`src/rtl/protobuf_wire_tokenizer_assert.svh`:
```
// assertion macros for the protobuf wire tokenizer
`ifndef PROTOBUF_WIRE_TOKENIZER_ASSERT_SVH
`define PROTOBUF_WIRE_TOKENIZER_ASSERT_SVH

// checked only out of reset
`define PWT_ASSERT(label, prop, msg) \
    label: assert property (@(posedge clk) disable iff (!rst_n) prop) else $error(msg);

// checked also while reset is held
`define PWT_ASSERT_ALWAYS(label, prop, msg) \
    label: assert property (@(posedge clk) prop) else $error(msg);

`endif

```
`src/rtl/pwt_pkg.sv`:
```
// package: types, codes and constants of the protobuf wire tokenizer
`default_nettype none
package pwt_pkg;

    localparam int LENGTH_BITS       = 32;
    localparam int VARINT_LIMIT_BITS = 64;
    localparam int VARINT_MAX_BYTES  = (VARINT_LIMIT_BITS + 6) / 7;

    localparam int QUEUE_DEPTH = 2;
    localparam int QUEUE_AW    = (QUEUE_DEPTH > 1) ? $clog2(QUEUE_DEPTH) : 1;
    localparam int QUEUE_CW    = $clog2(QUEUE_DEPTH + 1);

    localparam logic [2:0] TK_VARINT  = 3'd0;
    localparam logic [2:0] TK_FIXED   = 3'd1;
    localparam logic [2:0] TK_HEADER  = 3'd2;
    localparam logic [2:0] TK_PAYLOAD = 3'd3;
    localparam logic [2:0] TK_ERROR   = 3'd4;

    localparam logic [2:0] ERR_NONE         = 3'd0;
    localparam logic [2:0] ERR_TRUNC_VARINT = 3'd1;
    localparam logic [2:0] ERR_OVERLONG     = 3'd2;
    localparam logic [2:0] ERR_BAD_WIRE     = 3'd3;
    localparam logic [2:0] ERR_TRUNC_FIXED  = 3'd4;
    localparam logic [2:0] ERR_TRUNC_MSG    = 3'd5;

    localparam logic [2:0] WT_VARINT = 3'd0;
    localparam logic [2:0] WT_I64    = 3'd1;
    localparam logic [2:0] WT_LEN    = 3'd2;
    localparam logic [2:0] WT_I32    = 3'd5;

    typedef enum logic [2:0] {
        PH_TAG,
        PH_VARINT,
        PH_FIXED,
        PH_LENGTH,
        PH_PAYLOAD
    } phase_t;

    typedef struct packed {
        logic [7:0] data_byte;
        logic       last_byte;
    } req_t;

    typedef struct packed {
        logic [2:0]  token_kind;
        logic [31:0] field_number;
        logic [2:0]  wire_kind;
        logic [63:0] field_value;
        logic        payload_end;
        logic [2:0]  error_code;
        logic        buffer_end;
    } tok_t;

    // classified byte as held in the queue
    typedef struct packed {
        logic       cont;
        logic [6:0] low7;
        logic       last;
    } byte_t;

endpackage
`default_nettype wire

```
`src/rtl/pwt_front.sv`:
```
// front end: accepts request bytes, classifies them and queues them for the parser
`default_nettype none
`include "protobuf_wire_tokenizer_assert.svh"
module pwt_front
    import pwt_pkg::*;
(
    input  wire logic  clk,
    input  wire logic  rst_n,
    input  wire logic  req_valid,
    output logic       req_ready,
    input  wire req_t  req_data,
    output logic       q_valid,
    input  wire logic  q_ready,
    output byte_t      q_data
);

    byte_t                mem_reg [QUEUE_DEPTH];
    logic [QUEUE_AW-1:0]  wr_ptr_reg;
    logic [QUEUE_AW-1:0]  wr_ptr_next;
    logic [QUEUE_AW-1:0]  rd_ptr_reg;
    logic [QUEUE_AW-1:0]  rd_ptr_next;
    logic [QUEUE_CW-1:0]  cnt_reg;
    logic [QUEUE_CW-1:0]  cnt_next;
    logic                 push;
    logic                 pop;
    byte_t                entry;

    assign req_ready = (cnt_reg != QUEUE_CW'(QUEUE_DEPTH));
    assign q_valid   = (cnt_reg != '0);
    assign q_data    = mem_reg[rd_ptr_reg];
    assign push      = req_valid && req_ready;
    assign pop       = q_valid && q_ready;

    // split off the continuation bit
    always_comb
    begin
        entry.cont = req_data.data_byte[7];
        entry.low7 = req_data.data_byte[6:0];
        entry.last = req_data.last_byte;
    end

    always_comb
    begin
        wr_ptr_next = wr_ptr_reg;
        rd_ptr_next = rd_ptr_reg;
        cnt_next    = cnt_reg;
        if (push)
        begin
            wr_ptr_next = (wr_ptr_reg == QUEUE_AW'(QUEUE_DEPTH - 1)) ? '0
                        : wr_ptr_reg + QUEUE_AW'(1);
        end
        if (pop)
        begin
            rd_ptr_next = (rd_ptr_reg == QUEUE_AW'(QUEUE_DEPTH - 1)) ? '0
                        : rd_ptr_reg + QUEUE_AW'(1);
        end
        if (push && !pop)
        begin
            cnt_next = cnt_reg + QUEUE_CW'(1);
        end
        else if (pop && !push)
        begin
            cnt_next = cnt_reg - QUEUE_CW'(1);
        end
    end

    always_ff @(posedge clk or negedge rst_n)
    begin
        if (!rst_n)
        begin
            wr_ptr_reg <= '0;
            rd_ptr_reg <= '0;
            cnt_reg    <= '0;
        end
        else
        begin
            wr_ptr_reg <= wr_ptr_next;
            rd_ptr_reg <= rd_ptr_next;
            cnt_reg    <= cnt_next;
        end
    end

    always_ff @(posedge clk)
    begin
        if (push)
        begin
            mem_reg[wr_ptr_reg] <= entry;
        end
    end

    `PWT_ASSERT_ALWAYS(a_reset_empty, !rst_n |=> cnt_reg == '0, "queue not empty in reset")
    `PWT_ASSERT(a_cnt_bound, cnt_reg <= QUEUE_CW'(QUEUE_DEPTH), "queue count overflow")
    `PWT_ASSERT(a_ptr_track, (cnt_reg == '0) |-> (wr_ptr_reg == rd_ptr_reg), "empty ptr mismatch")

endmodule
`default_nettype wire

```
`src/rtl/pwt_parser.sv`:
```
// back end: wire-format parse state machine and token output register
`default_nettype none
`include "protobuf_wire_tokenizer_assert.svh"
module pwt_parser
    import pwt_pkg::*;
(
    input  wire logic   clk,
    input  wire logic   rst_n,
    input  wire logic   q_valid,
    output logic        q_ready,
    input  wire byte_t  q_data,
    output logic        tok_valid,
    input  wire logic   tok_ready,
    output tok_t        tok_data
);

    phase_t                  phase_reg;
    phase_t                  phase_next;
    logic [63:0]             acc_reg;
    logic [63:0]             acc_next;
    logic [3:0]              cnt_reg;
    logic [3:0]              cnt_next;
    logic [LENGTH_BITS-1:0]  rem_reg;
    logic [LENGTH_BITS-1:0]  rem_next;
    logic [31:0]             field_reg;
    logic [31:0]             field_next;
    logic [2:0]              wire_reg;
    logic [2:0]              wire_next;
    logic                    hold_reg;
    logic                    hold_next;
    logic                    out_valid_reg;
    logic                    out_valid_next;
    tok_t                    out_reg;

    logic                    step;
    logic                    produce;
    logic                    fail;
    logic [2:0]              fail_code;
    tok_t                    res;
    logic                    fin;
    logic [3:0]              cnt_inc;
    logic [6:0]              sh7;
    logic [5:0]              sh8;
    logic [63:0]             vacc;
    logic [63:0]             facc;
    logic [3:0]              need;
    logic                    overlong;
    logic [LENGTH_BITS-1:0]  rem_dec;

    assign q_ready   = !out_valid_reg || tok_ready;
    assign step      = q_valid && q_ready;
    assign tok_valid = out_valid_reg;
    assign tok_data  = out_reg;

    assign fin      = q_data.last;
    assign cnt_inc  = cnt_reg + 4'd1;
    assign sh7      = {cnt_reg, 3'b000} - 7'(cnt_reg);
    assign sh8      = {cnt_reg[2:0], 3'b000};
    assign vacc     = acc_reg | (64'(q_data.low7) << sh7);
    assign facc     = acc_reg | (64'({q_data.cont, q_data.low7}) << sh8);
    assign need     = (wire_reg == WT_I64) ? 4'd8 : 4'd4;
    assign overlong = q_data.cont && (cnt_inc >= 4'(VARINT_MAX_BYTES));
    assign rem_dec  = rem_reg - LENGTH_BITS'(rem_reg != '0);

    always_comb
    begin
        phase_next = phase_reg;
        acc_next   = acc_reg;
        cnt_next   = cnt_reg;
        rem_next   = rem_reg;
        field_next = field_reg;
        wire_next  = wire_reg;
        hold_next  = hold_reg;
        produce    = 1'b0;
        fail       = 1'b0;
        fail_code  = ERR_NONE;

        res.token_kind   = TK_VARINT;
        res.field_number = field_reg;
        res.wire_kind    = wire_reg;
        res.field_value  = vacc;
        res.payload_end  = 1'b0;
        res.error_code   = ERR_NONE;
        res.buffer_end   = fin;

        if (!hold_reg)
        begin
            unique case (phase_reg)
                PH_TAG:
                begin
                    acc_next = vacc;
                    cnt_next = cnt_inc;
                    if (overlong)
                    begin
                        fail      = 1'b1;
                        fail_code = ERR_OVERLONG;
                    end
                    else if (q_data.cont)
                    begin
                        fail      = fin;
                        fail_code = ERR_TRUNC_VARINT;
                    end
                    else
                    begin
                        field_next       = vacc[34:3];
                        wire_next        = vacc[2:0];
                        res.field_number = vacc[34:3];
                        res.wire_kind    = vacc[2:0];
                        acc_next         = '0;
                        cnt_next         = '0;
                        priority if (vacc[2:0] == WT_VARINT || vacc[2:0] == WT_LEN)
                        begin
                            phase_next = (vacc[2:0] == WT_VARINT) ? PH_VARINT : PH_LENGTH;
                            fail       = fin;
                            fail_code  = ERR_TRUNC_VARINT;
                        end
                        else if (vacc[2:0] == WT_I64 || vacc[2:0] == WT_I32)
                        begin
                            phase_next = PH_FIXED;
                            fail       = fin;
                            fail_code  = ERR_TRUNC_FIXED;
                        end
                        else
                        begin
                            fail      = 1'b1;
                            fail_code = ERR_BAD_WIRE;
                        end
                    end
                end
                PH_VARINT, PH_LENGTH:
                begin
                    acc_next = vacc;
                    cnt_next = cnt_inc;
                    if (overlong)
                    begin
                        fail      = 1'b1;
                        fail_code = ERR_OVERLONG;
                    end
                    else if (q_data.cont)
                    begin
                        fail      = fin;
                        fail_code = ERR_TRUNC_VARINT;
                    end
                    else if (phase_reg == PH_VARINT)
                    begin
                        produce    = 1'b1;
                        phase_next = PH_TAG;
                        acc_next   = '0;
                        cnt_next   = '0;
                    end
                    else if (((vacc >> LENGTH_BITS) != '0) || (fin && vacc != '0))
                    begin
                        fail      = 1'b1;
                        fail_code = ERR_TRUNC_MSG;
                    end
                    else
                    begin
                        produce         = 1'b1;
                        res.token_kind  = TK_HEADER;
                        res.payload_end = (vacc == '0);
                        acc_next        = '0;
                        cnt_next        = '0;
                        rem_next        = vacc[LENGTH_BITS-1:0];
                        phase_next      = (vacc == '0) ? PH_TAG : PH_PAYLOAD;
                    end
                end
                PH_FIXED:
                begin
                    acc_next = facc;
                    cnt_next = cnt_inc;
                    if (cnt_inc < need)
                    begin
                        fail      = fin;
                        fail_code = ERR_TRUNC_FIXED;
                    end
                    else
                    begin
                        produce         = 1'b1;
                        res.token_kind  = TK_FIXED;
                        res.field_value = facc;
                        phase_next      = PH_TAG;
                        acc_next        = '0;
                        cnt_next        = '0;
                    end
                end
                PH_PAYLOAD:
                begin
                    if (fin && rem_reg > LENGTH_BITS'(1))
                    begin
                        fail      = 1'b1;
                        fail_code = ERR_TRUNC_MSG;
                    end
                    else
                    begin
                        produce         = 1'b1;
                        res.token_kind  = TK_PAYLOAD;
                        res.field_value = 64'({q_data.cont, q_data.low7});
                        res.payload_end = (rem_dec == '0);
                        rem_next        = rem_dec;
                        if (rem_dec == '0)
                        begin
                            phase_next = PH_TAG;
                        end
                    end
                end
                default:
                begin
                    phase_next = PH_TAG;
                end
            endcase
        end

        if (fail)
        begin
            produce         = 1'b1;
            res.token_kind  = TK_ERROR;
            res.field_value = '0;
            res.payload_end = 1'b0;
            res.error_code  = fail_code;
            hold_next       = 1'b1;
        end

        // every final byte starts a new buffer
        if (fin)
        begin
            phase_next = PH_TAG;
            acc_next   = '0;
            cnt_next   = '0;
            rem_next   = '0;
            field_next = '0;
            wire_next  = '0;
            hold_next  = 1'b0;
        end

        if (step && produce)
        begin
            out_valid_next = 1'b1;
        end
        else if (tok_ready)
        begin
            out_valid_next = 1'b0;
        end
        else
        begin
            out_valid_next = out_valid_reg;
        end
    end

    always_ff @(posedge clk or negedge rst_n)
    begin
        if (!rst_n)
        begin
            phase_reg     <= PH_TAG;
            acc_reg       <= '0;
            cnt_reg       <= '0;
            rem_reg       <= '0;
            field_reg     <= '0;
            wire_reg      <= '0;
            hold_reg      <= 1'b0;
            out_valid_reg <= 1'b0;
        end
        else
        begin
            out_valid_reg <= out_valid_next;
            if (step)
            begin
                phase_reg <= phase_next;
                acc_reg   <= acc_next;
                cnt_reg   <= cnt_next;
                rem_reg   <= rem_next;
                field_reg <= field_next;
                wire_reg  <= wire_next;
                hold_reg  <= hold_next;
            end
        end
    end

    always_ff @(posedge clk)
    begin
        if (step && produce)
        begin
            out_reg <= res;
        end
    end

    `PWT_ASSERT(a_err_clean, (tok_valid && tok_data.token_kind == TK_ERROR) |-> (tok_data.field_value == '0 && !tok_data.payload_end), "error token carries data")
    `PWT_ASSERT(a_hold_err, $rose(hold_reg) |-> (tok_valid && tok_data.token_kind == TK_ERROR && !tok_data.buffer_end), "hold without error token")
    `PWT_ASSERT(a_payload_rem, (phase_reg == PH_PAYLOAD) |-> (rem_reg != '0), "payload phase with nothing left")
    `PWT_ASSERT(a_fixed_cnt, (phase_reg == PH_FIXED) |-> (cnt_reg < 4'd8), "fixed byte count overrun")

endmodule
`default_nettype wire

```
`src/rtl/protobuf_wire_tokenizer.sv`:
```
// path: an accepted byte is written to the queue; its parse step then registers the token
// throughput: one byte per cycle, set by the back-end parse step, unless tok_ready stalls
// a two-entry queue parts the front end from the parser, an output register holds tokens
// bytes that end a field part-way give no token unless final (error); at most one per byte
// reset: asynchronous, active low; clears queue, parse state and output valid
`default_nettype none
module protobuf_wire_tokenizer
    import pwt_pkg::*;
(
    input  wire logic  clk,
    input  wire logic  rst_n,
    input  wire logic  req_valid,
    output logic       req_ready,
    input  wire req_t  req_data,
    output logic       tok_valid,
    input  wire logic  tok_ready,
    output tok_t       tok_data
);

    logic   q_valid;
    logic   q_ready;
    byte_t  q_data;

    pwt_front u_front (
        .clk       (clk),
        .rst_n     (rst_n),
        .req_valid (req_valid),
        .req_ready (req_ready),
        .req_data  (req_data),
        .q_valid   (q_valid),
        .q_ready   (q_ready),
        .q_data    (q_data)
    );

    pwt_parser u_parser (
        .clk       (clk),
        .rst_n     (rst_n),
        .q_valid   (q_valid),
        .q_ready   (q_ready),
        .q_data    (q_data),
        .tok_valid (tok_valid),
        .tok_ready (tok_ready),
        .tok_data  (tok_data)
    );

endmodule
`default_nettype wire
```
`config.mk`:
```
export PLATFORM = sky130hd
export DESIGN_NAME = protobuf_wire_tokenizer
export DESIGN_NICKNAME = d
export VERILOG_FILES = /design/src/rtl/pwt_pkg.sv /design/src/rtl/pwt_front.sv /design/src/rtl/pwt_parser.sv /design/src/rtl/protobuf_wire_tokenizer.sv
export VERILOG_INCLUDE_DIRS = /design/src /design/src/rtl
export SDC_FILE = /design/constraint.sdc
export NUM_CORES = 1
export LEC_CHECK = 0
export ABC_AREA = 1
export BUFFER_PORTS_ARGS = -buffer_cell sky130_fd_sc_hd__buf_2
export CORE_ASPECT_RATIO = 0.8
export CORE_MARGIN = 5
export CORE_UTILIZATION = 41
export DETAILED_ROUTE_END_ITERATION = 10
export SYNTH_ARGS = -nofsm -noshare
export SYNTH_HDL_FRONTEND = slang
export SYNTH_SLANG_ARGS = --single-unit
```
`constraint.sdc`:
```
create_clock -name clk -period 7.8 [get_ports clk]
set_input_delay 1.56 -clock clk [delete_from_list [all_inputs] [get_ports clk]]
set_output_delay 1.56 -clock clk [all_outputs]
set_load 0.02 [all_outputs]
```
==> results by group, run 1 <==
Route
  – Routed WL per cell: 22.0 um
  – Post-Route WL: approximately 63000 um
  – Vias: between 15k and 20k
  – Final ANT Viol Nets: 0
  – 1st-iter DRT viols: 2228
  – DR DRC count: 0
  – Vias per inst: between 5 and 6
  – DRT Pass-1 Iters: 6

Cells and area
  – Final #Nets: approximately 2.3k
  – P&R area growth vs syn: 12.3%
  – Max reg flops: 107
  – ANT cells: 0
  – Share of cells above drive strength 1: 12.3%

Run
  – Max-cap viol count: 0

STA
  – Setup TNS: 0 ns
  – Final hold violations: 0
  – Tmin final: 6.00 ns
  – Hold WS: 0.480 ns
  – Final setup viols: 0
  – Final Skew: 0.0234 ns
  – RSZ-0062 raised after global routing: false
  – Slew Limit Fails: 0
  – Fmax: 167 MHz
  – Worst slew pin tran: 1.35 ns
  – Final period utilization: 76.9%
  – Max-Slew Margin vs Limit: 9.43%

Global route
  – Final global-route overflow total: 0
  – Vias in the first global route: 15.3k
  – Top Usage Layer GRT: met1
  – All-Layer GR Usage: 27.3%
  – Grt met1 use: 40.7%
  – Initial antenna violation count: 0
  – Largest net degree at the start of global routing: about 70
  – Met3 Use GR: 5.51%
  – First-pass GRT wire length: 96000 um
  – M2 GR Usage: 40.3%

Synthesis
  – Async SR Flop Fraction: 53.5%
  – Avg Synthesized Cell Area: between 7 and 8 um^2
  – Main flop type after synthesis: dfrtp_1
  – Register bit total from synthesis: 269
  – Top cells by count, synth: 550 x nand2_1, 290 x inv_1, 186 x o21ai_0
  – Cells after synthesis: approximately 2.3k
  – Register area share after synthesis: 43.8%
  – YS warnings: 0
  – Synthesized Nets: 2276
  – Cell with the most instances after synthesis: nand2_1
  – Synth top area share: 22.4%
  – EDFF count, synth: 125
  – Synth Cell Area: 16800 um^2
  – Synth top area cells: edfxtp_1 22%, dfrtp_1 21%, nand2_1 12%
  – Dominant cell type by area after synthesis: edfxtp_1
  – Library cells used by synthesis: 52

Floorplan
  – Die width: 236 um
  – Ports: 122
  – Die Footprint: 45100 um^2
  – Chip height: 191 um
  – Row count: between 60 and 70
  – Initial Util: between 40% and 50%
  – Core ar.: roughly 40000 um^2

Place
  – Hpwl dp: about 45000 um
  – Routability congestion estimate: 1.00
  – # port buffers: 121

CTS
  – Clk slew on worst S/H paths: 0.06 ns
  – Post-CTS Setup Repair Bufs: 0
  – H-Tree Depth: 1
  – PostCTS Resize Cnt: 0
  – Root buf cell: clkbuf_16
  – CTS tree: built
  – CTS Buf Count: 30
  – Hold_buf cts: 0
  – CTS Sinks: approximately 270
  – CTS max path bufs: 3
  – Clock latency on the worst-skew pair: 0.59 ns

Setup path
  – Worst setup EP type: flop
  – Setup crit start kind: flop
  – Critical path class: flop to flop
  – Maximum fanout along the worst path: 62
  – Required @ worst endpoint: 8.04 ns
  – WP data arrival: 6.24 ns

Status
  – Status: finished clean

Min path
  – Hold Crit Class: flop to flop
## through the flow
step / utilization [%] / setup WS (ns) / cells / instance area [um^2]
3_5_place_dp: 43.9 / 2.06 / 2830 / 17800
5_1_grt: 46.5 / 1.66 / 2886 / 18900
2_1_floorplan: - / 2.18 / 2256 / 16800
4_1_cts: 46.5 / 2.03 / 2886 / 18900
6_report: 46.5 / 1.80 / 2886 / 18900
3_3_place_gp: 43.9 / 2.20 / 2830 / 17800
## logic make-up (layout without fill, tap and decap cells)
group / Yosys count / in the layout / share of synthesized area [%]
AOI/OAI and AO/OA: 546 / 546 / 18.4
DFF: 269 / 269 / 43.8
adders and majority gates: 7 / 7 / 0.522
and+or+nand+nor: 972 / 972 / 25.2
xor gates and xnor gates: 34 / 34 / 1.89
buffers and inverters: 428 / 514 / 10.2
## critical path, stage by stage (launching register included)
cell     delay [ns]
dfrtp_1        0.73
inv_2          0.25
ha_1           0.59
inv_1          0.43
nand3_1        0.20
nand2_1        0.15
nand2_1        0.11
nand4_2        0.18
nand2_1        0.09
nand2_1        0.15
nand2_2        0.10
nor2_1         0.45
nand2_1        0.09
nor2_1         0.25
nand2_1        0.20
nor2_4         0.24
nand2_4        0.11
nand3_4        0.09
nand2_2        0.08
nand4_1        0.08
nand2_1        0.13
inv_4          0.50
buf_12         0.36
## final timing paths
check / endpoint / slack, ns / cells after the start / startpoint
worst max register to register: u_parser.tok_data[40] / 1.80 / 22 / u_parser.cnt_reg[1]
worst min register to register: u_parser.acc_reg[22] / 0.48 / 2 / u_parser.acc_reg[22]
min in group asynchronous: u_parser.acc_reg[39] / 0.98 / 1 / rst_n
worst min-delay path: u_parser.acc_reg[22] / 0.48 / 2 / u_parser.acc_reg[22]
worst max-delay path: u_parser.tok_data[40] / 1.80 / 22 / u_parser.cnt_reg[1]
max in group asynchronous: u_parser.hold_reg / 5.63 / 2 / rst_n
## area by class of cell
class,instances,area [um^2]
inverter,312,1180
timing repair buffer,146,825
sequential,269,7360
multi-input combinational,1559,7770
clock buffer,34,807
tap,544,681
fill,4116,21700
clock inverter,22,243
## placed cells by master, fill, tap and decap left out, types with 7 or more instances in the layout
| cell type | instances |
|---|---|
| inv_1 | 289 |
| nor2_4 | 8 |
| ha_1 | 7 |
| o21ai_2 | 8 |
| a21oi_1 | 113 |
| dfrtp_1 | 143 |
| o21bai_1 | 11 |
| o21ai_1 | 90 |
| nand4_1 | 52 |
| o22ai_1 | 54 |
| buf_2 | 120 |
| nor3_1 | 12 |
| xnor2_1 | 8 |
| nand2_2 | 12 |
| clkbuf_16 | 31 |
| nand3_1 | 114 |
| nand2_1 | 550 |
| xor2_1 | 25 |
| nor2_1 | 180 |
| clkinv_1 | 11 |
| a22oi_1 | 59 |
| inv_2 | 17 |
| nand3_2 | 17 |
| a21oi_2 | 11 |
| buf_4 | 23 |
| edfxtp_1 | 125 |
| o21ai_0 | 186 |
## layer usage
layer	up-vias	part of all wire [%]	routed length, um
met1	7819	45	28600
met2	851	42	26800
li1	7642	-	-
met5	-	0	0
met3	118	9.4	5980
met4	0	3.3	2070
Power of run 1 is left out: the tool's default activity adds up to more than one toggle a clock period on the data nets, which glitch-free logic cannot reach.
==> inputs of run 2 (changes only) <==
- clock period: 7.8 -> 5 ns (I/O delays scaled with it)
==> results by group, run 2 (same netlist as run 1, synthesis figures left out) <==
Route
  – Vias per inst: 5.66 (was 5.69)
  – DRT Pass-1 Iters: 7 (was 6)
  – Final ANT Viol Nets: 0 (unchanged)
  – Post-Route WL: 65500 um (was 63400 um)
  – DR DRC count: 0 (unchanged)
  – Vias: 16.7k (was 16.4k)
  – Routed WL per cell: 22.2 um (was 22.0 um)
  – 1st-iter DRT viols: 2269 (was 2228)

Setup path
  – Max incr delay on CP: 0.39 ns (was 0.73 ns)
  – WP data arrival: 5.11 ns (was 6.24 ns)
  – Required @ worst endpoint: 5.24 ns (was 8.04 ns)
  – Setup crit start kind: flop (unchanged)
  – Worst path top cell family by delay: simple AND/OR/NAND/NOR gates (unchanged)
  – Crit-path cells: inv_2 -> ha_2 -> inv_1 -> nand3_1 -> nand2_1 -> nand2_1 -> nand4_2 -> nand2_1 -> nand2_1 -> nand2_2 -> nor2_1 -> nand2_1 -> nor2_1 -> nand2_1 -> nor2_4 -> nand2_4 -> nand3_4 -> nand2_2 -> nand4_1 -> nand2_1 -> clkinvlp_4 -> buf_12 (was inv_2 -> ha_1 -> inv_1 -> nand3_1 -> nand2_1 -> nand2_1 -> nand4_2 -> nand2_1 -> nand2_1 -> nand2_2 -> nor2_1 -> nand2_1 -> nor2_1 -> nand2_1 -> nor2_4 -> nand2_4 -> nand3_4 -> nand2_2 -> nand4_1 -> nand2_1 -> inv_4 -> buf_12)
  – Maximum fanout along the worst path: 59 (was 62)
  – Cell mode on critical path: nand2_1 (unchanged)
  – Slowest CP cell: dfrtp_1 (unchanged)
  – Worst setup EP type: flop (unchanged)
  – Worst Path Buf+Inv: 4 (unchanged)
  – Critical path class: flop to flop (unchanged)

CTS
  – CTS tree: built (unchanged)
  – CTS Sinks: 269 (unchanged)
  – Root buf cell: clkbuf_16 (unchanged)
  – Post-CTS Setup Repair Bufs: 0 (unchanged)
  – Hold_buf cts: 0 (unchanged)
  – Clk slew on worst S/H paths: 0.06 ns (about the same)
  – Clock latency on the worst-skew pair: 0.59 ns (about the same)
  – CTS Buf Count: 30 (unchanged)
  – CTS max path bufs: 3 (unchanged)
  – PostCTS Resize Cnt: 0 (unchanged)
  – H-Tree Depth: 1 (unchanged)

STA
  – RSZ-0062 raised after global routing: false (unchanged)
  – Slew Limit Fails: 0 (unchanged)
  – Setup TNS: 0 ns (unchanged)
  – Final period utilization: 97.3% (was 76.9%)
  – Worst slew pin tran: 1.15 ns (was 1.35 ns)
  – Final Skew: 0.0217 ns (was 0.0234 ns)
  – Fmax: 206 MHz (was 167 MHz)
  – Max-Slew Margin vs Limit: 23.0% (was 9.43%)
  – Final setup viols: 0 (unchanged)
  – Hold WS: 0.464 ns (was 0.480 ns)
  – Tmin final: 4.86 ns (was 6.00 ns)
  – Final hold violations: 0 (unchanged)

Global route
  – Final global-route overflow total: 0 (unchanged)
  – Initial antenna violation count: 3 (was 0)
  – Largest net degree at the start of global routing: 79 (was 71)
  – All-Layer GR Usage: 28.3% (was 27.3%)
  – First-pass GRT wire length: 99400 um (was 96000 um)
  – Vias in the first global route: 16.1k (was 15.3k)

Floorplan
  – Row count: 66 (unchanged)
  – Ports: 122 (unchanged)
  – Initial Util: 41.4% (unchanged)
  – Die width: 236 um (unchanged)
  – Die Footprint: 45100 um^2 (unchanged)
  – Chip height: 191 um (unchanged)
  – Core ar.: 40500 um^2 (unchanged)

Place
  – # port buffers: 121 (unchanged)
  – DP Cell Count: 2887 (was 2830)
  – Routability congestion estimate: 1.04 (was 1.00)
  – Hpwl dp: 46900 um (was 44900 um)

Cells and area
  – Most common cell after layout, fill and taps aside: nand2_1 (unchanged)
  – Max reg flops: 107 (unchanged)
  – Final core utilization: 47.6% (was 46.5%)
  – Most frequent cells in the layout: 549 x nand2_1, 289 x inv_1, 186 x o21ai_0, 180 x nor2_1, 143 x dfrtp_1 (was 550 x nand2_1, 289 x inv_1, 186 x o21ai_0, 180 x nor2_1, 143 x dfrtp_1)
  – Final #Nets: 2395 (was 2338)
  – Post-route non-filler standard cell count: 2944 (was 2886)
  – P&R area growth vs syn: 15.0% (was 12.3%)
  – Share of cells above drive strength 1: 14.6% (was 12.3%)

Run
  – Max-cap viol count: 0 (unchanged)

Status
  – Status: finished clean (unchanged)

Min path
  – Hold Crit Class: input pin to async pin (was flop to flop)
run 2: final timing paths:
check	start	to	slack, ns	cells after the start
hold / removal	rst_n	u_parser.field_reg[25]	0.46	1
setup reg to reg	u_parser.cnt_reg[1]	u_parser.tok_data[94]	0.14	22
hold reg to reg	u_parser.acc_reg[54]	u_parser.acc_reg[54]	0.48	2
min in group clk	u_parser.acc_reg[54]	u_parser.acc_reg[54]	0.48	2
setup / recovery	u_parser.cnt_reg[1]	u_parser.tok_data[94]	0.14	22
max in group asynchronous	rst_n	u_parser.field_reg[0]	3.50	2
run 2: layout make-up:
| type | instances | area, um^2 |
|---|---|---|
| multi-input combinational | 1559 | 7780 |
| timing repair buffer | 203 | 1290 |
| sequential | 269 | 7360 |
| clock buffer | 39 | 836 |
| fill | 4044 | 21200 |
| clock inverter | 17 | 180 |
| antenna | 1 | 2.50 |
| tap | 544 | 681 |
| inverter | 312 | 1180 |
run 2: metrics by stage:
step | area [um^2] | setup WS, ns
after detailed placement | 18300 | 0.420
after CTS | 19300 | 0.386
after global routing | 19300 | 0.108
after floorplan | 16800 | 0.0232
final | 19300 | 0.137
after global placement | 18300 | 0.375
run 2: routing by layer:
layer / wire length (um) / up-vias / GRT usage, %
li1: - / 7747 / -
met1: 29200 / 7930 / 41.2
met2: 27400 / 833 / 41.6
met3: 6560 / 140 / 7.36
met4: 2270 / 6 / 8.10
met5: 99 / - / 1.19
Power of run 2 is left out for the same reason.
